$ cat config.mk
export PLATFORM = sky130hd
export DESIGN_NAME = lightgun_report_generator
export DESIGN_NICKNAME = d
export VERILOG_FILES = /design/src/hw/rtl/lrg_pkg.sv /design/src/hw/rtl/lrg_datapath.sv /design/src/hw/rtl/lightgun_report_generator.sv
export SDC_FILE = /design/constraint.sdc
export NUM_CORES = 2
export LEC_CHECK = 0
export ABC_AREA = 1
export BUFFER_PORTS_ARGS = -buffer_cell sky130_fd_sc_hd__buf_2
export CAP_MARGIN = 20
export CORE_ASPECT_RATIO = 2
export CORE_UTILIZATION = 25
export DETAILED_ROUTE_END_ITERATION = 10
export SLEW_MARGIN = 20
export SYNTH_ARGS = -nofsm -noshare
export SYNTH_HDL_FRONTEND = slang
export SYNTH_SLANG_ARGS = --single-unit
$ cat constraint.sdc
create_clock -name clk -period 13.9 [get_ports clk]
set_input_delay 2.78 -clock clk [delete_from_list [all_inputs] [get_ports clk]]
set_output_delay 2.78 -clock clk [all_outputs]
set_load 0.01 [all_outputs]
$ cat src/hw/rtl/lrg_pkg.sv
// Shared types, constants and the control program of the light-gun report generator.
package lrg_pkg;

    localparam int unsigned STEP_W = 4;

    localparam logic [3:0] HOLD_POLLS = 4'd9;

    localparam int unsigned BIT_TRIGGER   = 13;
    localparam int unsigned BIT_OFFSCREEN = 16;
    localparam int unsigned BIT_RECAL     = 17;
    localparam int unsigned BIT_PROG      = 8;

    localparam logic KIND_POLL = 1'b0;
    localparam logic KIND_SET  = 1'b1;

    localparam logic [2:0] CFG_SCREEN_WIDTH  = 3'd0;
    localparam logic [2:0] CFG_SCREEN_HEIGHT = 3'd1;
    localparam logic [2:0] CFG_CENTER_X      = 3'd2;
    localparam logic [2:0] CFG_CENTER_Y      = 3'd3;
    localparam logic [2:0] CFG_SCALE_X       = 3'd4;
    localparam logic [2:0] CFG_SCALE_Y       = 3'd5;

    typedef logic [1:0] op_t;

    localparam op_t OP_MUL_P = 2'd0;
    localparam op_t OP_MUL_S = 2'd1;
    localparam op_t OP_ADD_C = 2'd2;
    localparam op_t OP_FIN   = 2'd3;

    typedef struct packed {
        op_t              op;
        logic             axis_y;
        logic             last;
        logic             jmp_off;
        logic [STEP_W-1:0] target;
    } ctrl_t;

    localparam logic [STEP_W-1:0] STEP_OUT = 4'd8;

    function automatic ctrl_t prog_word(input logic [STEP_W-1:0] step);
        ctrl_t cw;
        cw = '{op: OP_MUL_P, axis_y: 1'b0, last: 1'b0, jmp_off: 1'b0, target: STEP_OUT};
        unique case (step)
            4'd0:
            begin
                cw.op      = OP_MUL_P;
                cw.jmp_off = 1'b1;
            end
            4'd1: cw.op = OP_MUL_S;
            4'd2: cw.op = OP_ADD_C;
            4'd3: cw.op = OP_FIN;
            4'd4:
            begin
                cw.op     = OP_MUL_P;
                cw.axis_y = 1'b1;
            end
            4'd5:
            begin
                cw.op     = OP_MUL_S;
                cw.axis_y = 1'b1;
            end
            4'd6:
            begin
                cw.op     = OP_ADD_C;
                cw.axis_y = 1'b1;
            end
            4'd7:
            begin
                cw.op     = OP_FIN;
                cw.axis_y = 1'b1;
            end
            default: cw.last = 1'b1;
        endcase
        return cw;
    endfunction

endpackage

$ cat src/hw/rtl/lrg_datapath.sv
// Shared multiplier datapath that maps one pointer axis to a clamped screen coordinate.
module lrg_datapath
    import lrg_pkg::*;
(
    input  logic               clk,
    input  ctrl_t              cw,
    input  logic               run,
    input  logic [16:0]        px,
    input  logic [16:0]        py,
    input  logic [10:0]        width,
    input  logic [10:0]        height,
    input  logic [18:0]        ctr_x,
    input  logic [18:0]        ctr_y,
    input  logic [15:0]        scl_x,
    input  logic [15:0]        scl_y,
    input  logic signed [15:0] off_x,
    input  logic signed [15:0] off_y,
    input  logic               prog,
    output logic signed [15:0] res_x,
    output logic signed [15:0] res_y
);

    logic signed [45:0] prod_reg;
    logic signed [46:0] num_reg;
    logic signed [15:0] res_x_reg;
    logic signed [15:0] res_y_reg;

    logic [16:0]        p_sel;
    logic [10:0]        size_sel;
    logic [18:0]        ctr_sel;
    logic [15:0]        scl_sel;
    logic signed [15:0] off_sel;
    logic signed [28:0] mul_a;
    logic signed [16:0] mul_b;
    logic signed [45:0] mul_p;
    logic signed [46:0] num_next;
    logic signed [46:0] bias;
    logic signed [46:0] rsum;
    logic signed [16:0] rnd;
    logic signed [15:0] adj;
    logic signed [17:0] diff;
    logic signed [15:0] clamped;

    always_comb
    begin
        p_sel    = cw.axis_y ? py     : px;
        size_sel = cw.axis_y ? height : width;
        ctr_sel  = cw.axis_y ? ctr_y  : ctr_x;
        scl_sel  = cw.axis_y ? scl_y  : scl_x;
        off_sel  = cw.axis_y ? off_y  : off_x;

        if (cw.op == OP_MUL_S)
        begin
            mul_a = $signed(prod_reg[28:0] - {3'b0, size_sel[10:1], 16'b0});
            mul_b = $signed({1'b0, scl_sel});
        end
        else
        begin
            mul_a = $signed({12'b0, p_sel});
            mul_b = $signed({6'b0, size_sel});
        end
        mul_p = mul_a * mul_b;

        num_next = $signed({prod_reg[45], prod_reg}) + $signed({6'b0, ctr_sel, 22'b0});

        // round half away from zero: bias one less when negative, then floor
        bias    = num_reg[46] ? 47'sh1FFF_FFFF : 47'sh2000_0000;
        rsum    = num_reg + bias;
        rnd     = rsum[46:30];
        adj     = prog ? ((off_sel + $signed({15'b0, off_sel[15]})) >>> 1) : off_sel;
        diff    = $signed({rnd[16], rnd}) - $signed({{2{adj[15]}}, adj});
        if (diff < 18'sd1)
            clamped = 16'sd1;
        else if (diff > 18'sd32767)
            clamped = 16'sd32767;
        else
            clamped = diff[15:0];
    end

    always_ff @(posedge clk)
    begin
        if (run)
        begin
            case (cw.op)
                OP_MUL_P, OP_MUL_S: prod_reg <= mul_p;
                OP_ADD_C:           num_reg  <= num_next;
                default:
                begin
                    if (cw.axis_y)
                        res_y_reg <= clamped;
                    else
                        res_x_reg <= clamped;
                end
            endcase
        end
    end

    assign res_x = res_x_reg;
    assign res_y = res_y_reg;

endmodule

$ cat src/hw/rtl/lightgun_report_generator.sv
// Top level of the light-gun report generator: handshake, microcode sequencer, hold state.
//
// A set write (kind 1) yields no report. A report poll runs a nine-step microprogram after
// acceptance: four steps per axis through one shared multiplier (pointer times size,
// offset-corrected product times scale, add center, round/offset/clamp) and one output
// step, so a poll busies the block for all nine steps, or only the first and the output
// step when the pointer is off-screen. A finished report sits in an output register, so
// the next item is taken while it waits; the output step stalls only if the previous
// report is still untaken. Configuration writes are taken every cycle.
module lightgun_report_generator
    import lrg_pkg::*;
(
    input  logic               clk,
    input  logic               rst_n,
    input  logic               cfg_valid,
    output logic               cfg_ready,
    input  logic [2:0]         cfg_index,
    input  logic [18:0]        cfg_data,
    input  logic               in_valid,
    output logic               in_ready,
    input  logic               kind,
    input  logic signed [17:0] aim_x,
    input  logic signed [17:0] aim_y,
    input  logic [17:0]        buttons,
    input  logic signed [15:0] new_offset_x,
    input  logic signed [15:0] new_offset_y,
    input  logic [15:0]        new_mode,
    output logic               out_valid,
    input  logic               out_ready,
    output logic [15:0]        report_buttons,
    output logic signed [15:0] report_x,
    output logic signed [15:0] report_y
);

    logic [10:0]        width_reg;
    logic [10:0]        height_reg;
    logic [18:0]        ctr_x_reg;
    logic [18:0]        ctr_y_reg;
    logic [15:0]        scl_x_reg;
    logic [15:0]        scl_y_reg;
    logic signed [15:0] off_x_reg;
    logic signed [15:0] off_y_reg;
    logic [15:0]        mode_reg;
    logic [3:0]         hold_reg;
    logic [3:0]         hold_next;
    logic signed [15:0] held_x_reg;
    logic signed [15:0] held_x_next;
    logic signed [15:0] held_y_reg;
    logic signed [15:0] held_y_next;

    logic               busy_reg;
    logic [STEP_W-1:0]  step_reg;
    logic [16:0]        px_reg;
    logic [16:0]        py_reg;
    logic [17:0]        btn_reg;
    logic               offscr_reg;

    logic               out_valid_reg;
    logic [15:0]        rb_reg;
    logic [15:0]        rb_next;
    logic signed [15:0] rx_reg;
    logic signed [15:0] rx_next;
    logic signed [15:0] ry_reg;
    logic signed [15:0] ry_next;

    ctrl_t              cw;
    logic               in_acc;
    logic               out_free;
    logic               emit;
    logic signed [15:0] res_x;
    logic signed [15:0] res_y;
    logic signed [15:0] cx;
    logic signed [15:0] cy;

    assign cfg_ready = 1'b1;
    assign in_ready  = !busy_reg;
    assign in_acc    = in_valid && in_ready;
    assign cw        = prog_word(step_reg);
    assign out_free  = !out_valid_reg || out_ready;
    assign emit      = busy_reg && cw.last && out_free;

    lrg_datapath u_dp (
        .clk    (clk),
        .cw     (cw),
        .run    (busy_reg && !cw.last),
        .px     (px_reg),
        .py     (py_reg),
        .width  (width_reg),
        .height (height_reg),
        .ctr_x  (ctr_x_reg),
        .ctr_y  (ctr_y_reg),
        .scl_x  (scl_x_reg),
        .scl_y  (scl_y_reg),
        .off_x  (off_x_reg),
        .off_y  (off_y_reg),
        .prog   (mode_reg[BIT_PROG]),
        .res_x  (res_x),
        .res_y  (res_y)
    );

    always_comb
    begin
        cx          = offscr_reg ? 16'sd0 : res_x;
        cy          = offscr_reg ? 16'sd0 : res_y;
        hold_next   = hold_reg;
        held_x_next = held_x_reg;
        held_y_next = held_y_reg;
        if (btn_reg[BIT_RECAL] && hold_reg == 4'd0)
        begin
            hold_next   = HOLD_POLLS;
            held_x_next = cx;
            held_y_next = cy;
        end
        rb_next = ~btn_reg[15:0] | (mode_reg & (16'd1 << BIT_PROG));
        rx_next = cx;
        ry_next = cy;
        if (hold_next != 4'd0)
        begin
            rb_next[BIT_TRIGGER] = 1'b0;
            hold_next            = hold_next - 4'd1;
            rx_next              = (hold_next == 4'd0) ? 16'sd0 : held_x_next;
            ry_next              = (hold_next == 4'd0) ? 16'sd0 : held_y_next;
        end
        else if (btn_reg[BIT_OFFSCREEN])
        begin
            rb_next[BIT_TRIGGER] = 1'b0;
            rx_next              = 16'sd0;
            ry_next              = 16'sd0;
        end
    end

    always_ff @(posedge clk or negedge rst_n)
    begin
        if (!rst_n)
        begin
            width_reg     <= 11'd640;
            height_reg    <= 11'd240;
            ctr_x_reg     <= 19'd81920;
            ctr_y_reg     <= 19'd30720;
            scl_x_reg     <= 16'd16384;
            scl_y_reg     <= 16'd16384;
            off_x_reg     <= '0;
            off_y_reg     <= '0;
            mode_reg      <= '0;
            hold_reg      <= '0;
            held_x_reg    <= '0;
            held_y_reg    <= '0;
            busy_reg      <= 1'b0;
            step_reg      <= '0;
            out_valid_reg <= 1'b0;
        end
        else
        begin
            if (cfg_valid && cfg_ready)
            begin
                case (cfg_index)
                    CFG_SCREEN_WIDTH:  width_reg  <= cfg_data[10:0];
                    CFG_SCREEN_HEIGHT: height_reg <= cfg_data[10:0];
                    CFG_CENTER_X:      ctr_x_reg  <= cfg_data;
                    CFG_CENTER_Y:      ctr_y_reg  <= cfg_data;
                    CFG_SCALE_X:       scl_x_reg  <= cfg_data[15:0];
                    CFG_SCALE_Y:       scl_y_reg  <= cfg_data[15:0];
                    default:           ;
                endcase
            end

            if (in_acc)
            begin
                if (kind == KIND_SET)
                begin
                    off_x_reg <= new_offset_x;
                    off_y_reg <= new_offset_y;
                    mode_reg  <= new_mode;
                end
                else
                begin
                    busy_reg <= 1'b1;
                    step_reg <= '0;
                end
            end
            else if (busy_reg)
            begin
                if (cw.last)
                begin
                    if (out_free)
                        busy_reg <= 1'b0;
                end
                else if (cw.jmp_off && offscr_reg)
                    step_reg <= cw.target;
                else
                    step_reg <= step_reg + 4'd1;
            end

            if (emit)
            begin
                hold_reg      <= hold_next;
                held_x_reg    <= held_x_next;
                held_y_reg    <= held_y_next;
                out_valid_reg <= 1'b1;
            end
            else if (out_ready)
                out_valid_reg <= 1'b0;
        end
    end

    always_ff @(posedge clk)
    begin
        if (in_acc && kind == KIND_POLL)
        begin
            px_reg     <= aim_x[16:0];
            py_reg     <= aim_y[16:0];
            btn_reg    <= buttons;
            offscr_reg <= aim_x[17] || aim_y[17] || buttons[BIT_OFFSCREEN];
        end
        if (emit)
        begin
            rb_reg <= rb_next;
            rx_reg <= rx_next;
            ry_reg <= ry_next;
        end
    end

    assign out_valid      = out_valid_reg;
    assign report_buttons = rb_reg;
    assign report_x       = rx_reg;
    assign report_y       = ry_reg;

endmodule

==> metrics.txt <==
nets@finish 5,242; average size of a mapped cell 8.62 sq um; drt drc 0; Worst path slowest cell fa_1; clock latency on the worst-skew pair ~0.60 ns; Design Area, Final 42,000 sq um; required time of the critical path 14.24 ns; area share of the largest cell type after synthesis 23.7%; Synth Instances approximately 4,400; Most common cell on crit path fa_1; CTS tree built; RSZ-0062 raised after global routing false; Clock Pin Slew Worst Setup and Hold Paths roughly 0.060 ns; Distinct cells, synth 64; largest net degree at the start of global routing 68; dpl ws 3.28 ns; # port buffers about 160; setup violators final 0; row cnt 200; die area 152,000 sq um; Routed WL 128 mm; Async SR Flop Fraction between 40% and 50%; Resized cells post-CTS 0; WL/cell 19.9 microns; number of CTS-inserted buffers 41; register area 11,000 sq um; vias per inst 4.65; Die Height between 500 and 600 microns; final number of max-transition violations 0; Hold Path Class flip-flop to flip-flop; Buf+Inv Stages, Crit Path 5; final setup margin 3.34 ns; CP startpoint kind flip-flop; Worst Setup End Kind flip-flop; Via Count 29,900; final hold vios 0; number of routed nets with antenna violations 0; Post-DP HPWL approximately 110 mm; maximum buffer depth of the clock tree 3; final worst path period need about 11 ns; Synth Flop Type edfxtp_1; Placed Area 40,600 sq um; DR iter-0 viols 1,827; #FFs+latches synth between 300 and 400; Area Growth Syn to Fin 11.7%; worst-margin pin slew ~1.1 ns; Hold Path Depth 0; final setup TNS 0 ns; first-pass GRT wire length 191 mm; post-synth top area cell fa_1; Multi-input gate area around 23,000 sq um; Crit path depth 28; crit path kind flip-flop to flip-flop; Die Wd 276 microns; Core Footprint around 150,000 sq um; # fillers 15,700; critical path's top delay family adder cells; GR Overflow Total 0; I/O Pins 181; Worst Path Arrival between 10 and 15 ns; Clock Tree Root clkbuf_16; Seq/Total Area, Yosys 29.2%; worst reg2reg path depth 28; synth top area cells fa_1 24%, edfxtp_1 18%, dfrtp_1 10%; Initial DRT Pass Iterations 6; initial antenna violation count 9; RePlAce Congestion 0.983; Overall Global Routing Usage 16.9%; H-tree lvl count 2; final hold slack 0.458 ns; Slew HR about a quarter; CTS hold repair buffers 0; Post-CTS Setup Inserts 0; Max Cap Violations 0; Final period util between 70 and 80%; vias in the first global route 31,500; clk sinks 393; achievable clock frequency between 0.09 and 0.1 GHz; status complete, no violations; EDFF count, synth approximately 230; max incr delay on CP 1.06 ns; Netlist Area Pre-Place 37,600 sq um; Syn. warnings 0; Initial Utilization 25.2%; flip-flop count of the largest register after layout 47; Clock Skew roughly 0.025 ns; crit-path max FO 67; layout cells sized above 1 9.18%
[placed cells by master (no fill, tap or decap), types with 10 or more instances in the layout]
| master | netlist | final |
|---|---|---|
| dfstp_2 | 14 | 14 |
| nor2_2 | 9 | 10 |
| o21bai_1 | 10 | 10 |
| o21ai_1 | 32 | 24 |
| buf_2 | 64 | 163 |
| nor3_1 | 25 | 23 |
| nand2_2 | 15 | 15 |
| edfxtp_1 | 226 | 226 |
| clkbuf_16 | 0 | 42 |
| nor4_1 | 14 | 13 |
| a31oi_1 | 13 | 13 |
| a21oi_1 | 157 | 157 |
| o21a_1 | 16 | 16 |
| xnor2_1 | 33 | 33 |
| nand3_1 | 89 | 88 |
| nor2_1 | 370 | 366 |
| inv_1 | 895 | 895 |
| ha_1 | 192 | 192 |
| o21ai_0 | 251 | 251 |
| mux2i_1 | 23 | 23 |
| o22ai_1 | 34 | 34 |
| mux2_2 | 47 | 47 |
| nand2_1 | 914 | 914 |
| o21ai_2 | 4 | 12 |
| xor2_1 | 71 | 71 |
| fa_1 | 444 | 444 |
| nand4_1 | 81 | 81 |
| dfrtp_1 | 153 | 153 |
| buf_4 | 13 | 47 |
[cell usage after synthesis, drive strengths merged, types with 3 or more instances]
cell,number
o211ai,9
mux2i,23
edfxtp,226
nand4,82
o21a,16
nor2,379
o22ai,34
o21bai,10
or2,5
xnor2,33
nand2,930
xor2,71
o21ai,288
nor4,14
and3,3
dfrtp,153
nand3b,8
nand3,98
a21boi,8
clkinv,3
inv,904
a21o,6
dfstp,14
a22oi,3
ha,192
nor3,26
clkbuf,49
buf,88
fa,444
a31oi,13
mux2,47
o221ai,5
a21oi,160
[metrics by stage]
step | util (%) | instances
after floorplan | - | 4357
after global placement | 27.2 | 6350
after detailed placement | 27.2 | 6351
after CTS | 28.2 | 6426
after global routing | 28.2 | 6429
final | 28.2 | 6431
[path summary, 6_finish.rpt]
check / from / to / slack (ns)
min: u_dp.prod_reg[4]$_DFFE_PP_ / u_dp.num_reg[4]$_DFFE_PP_ / 0.46
max in group asynchronous: rst_n / off_x_reg[9]$_DFFE_PN0P_ / 10.47
max reg2reg: step_reg[2]$_DFFE_PN0P_ / u_dp.prod_reg[44]$_DFFE_PP_ / 3.34
min reg2reg: u_dp.prod_reg[4]$_DFFE_PP_ / u_dp.num_reg[4]$_DFFE_PP_ / 0.46
min in group asynchronous: rst_n / held_x_reg[2]$_DFFE_PN0P_ / 2.13
max: step_reg[2]$_DFFE_PN0P_ / u_dp.prod_reg[44]$_DFFE_PP_ / 3.34
[metal layers]
layer | GRT usage, % | part of all wire [%] | vias to the layer above
li1 | - | - | 13800
met3 | 1.86 | 3.8 | 385
met5 | 0 | 0.026 | -
met4 | 12.8 | 8.6 | 4
met2 | 34.1 | 57 | 934
met1 | 15.0 | 31 | 14700
[final cells by class]
class,count,area share [%]
clock buffer,54,2.68
antenna,4,0.0239
inverter,907,8.12
tap,1919,5.72
timing repair buffer,213,2.91
clock inverter,21,0.579
sequential,393,26.2
multi-input combinational,2920,53.8
[worst reg2reg max path: cells and delay by family, from the launching register on]
family / cells / cell delay, ns
fa+ha+maj: 8 / 4.54
xor+xnor: 1 / 0.10
compound gates: 1 / 0.40
buf+inv: 5 / 0.65
mux: 1 / 0.92
simple gates: 12 / 3.40
flops: 1 / 0.32
[logic make-up after synthesis]
group	after synthesis	share of synthesized area [%]
compound gates	556	8.14
flops	393	29.2
xor+xnor	104	2.42
buf+inv	1044	11.0
fa+ha+maj	636	30.1
other cells	2	0.0200
mux	70	2.02
simple gates	1551	17.1
Power is not shown: default switching activity piles up to over one toggle a cycle in this logic, so the estimate is an artifact.
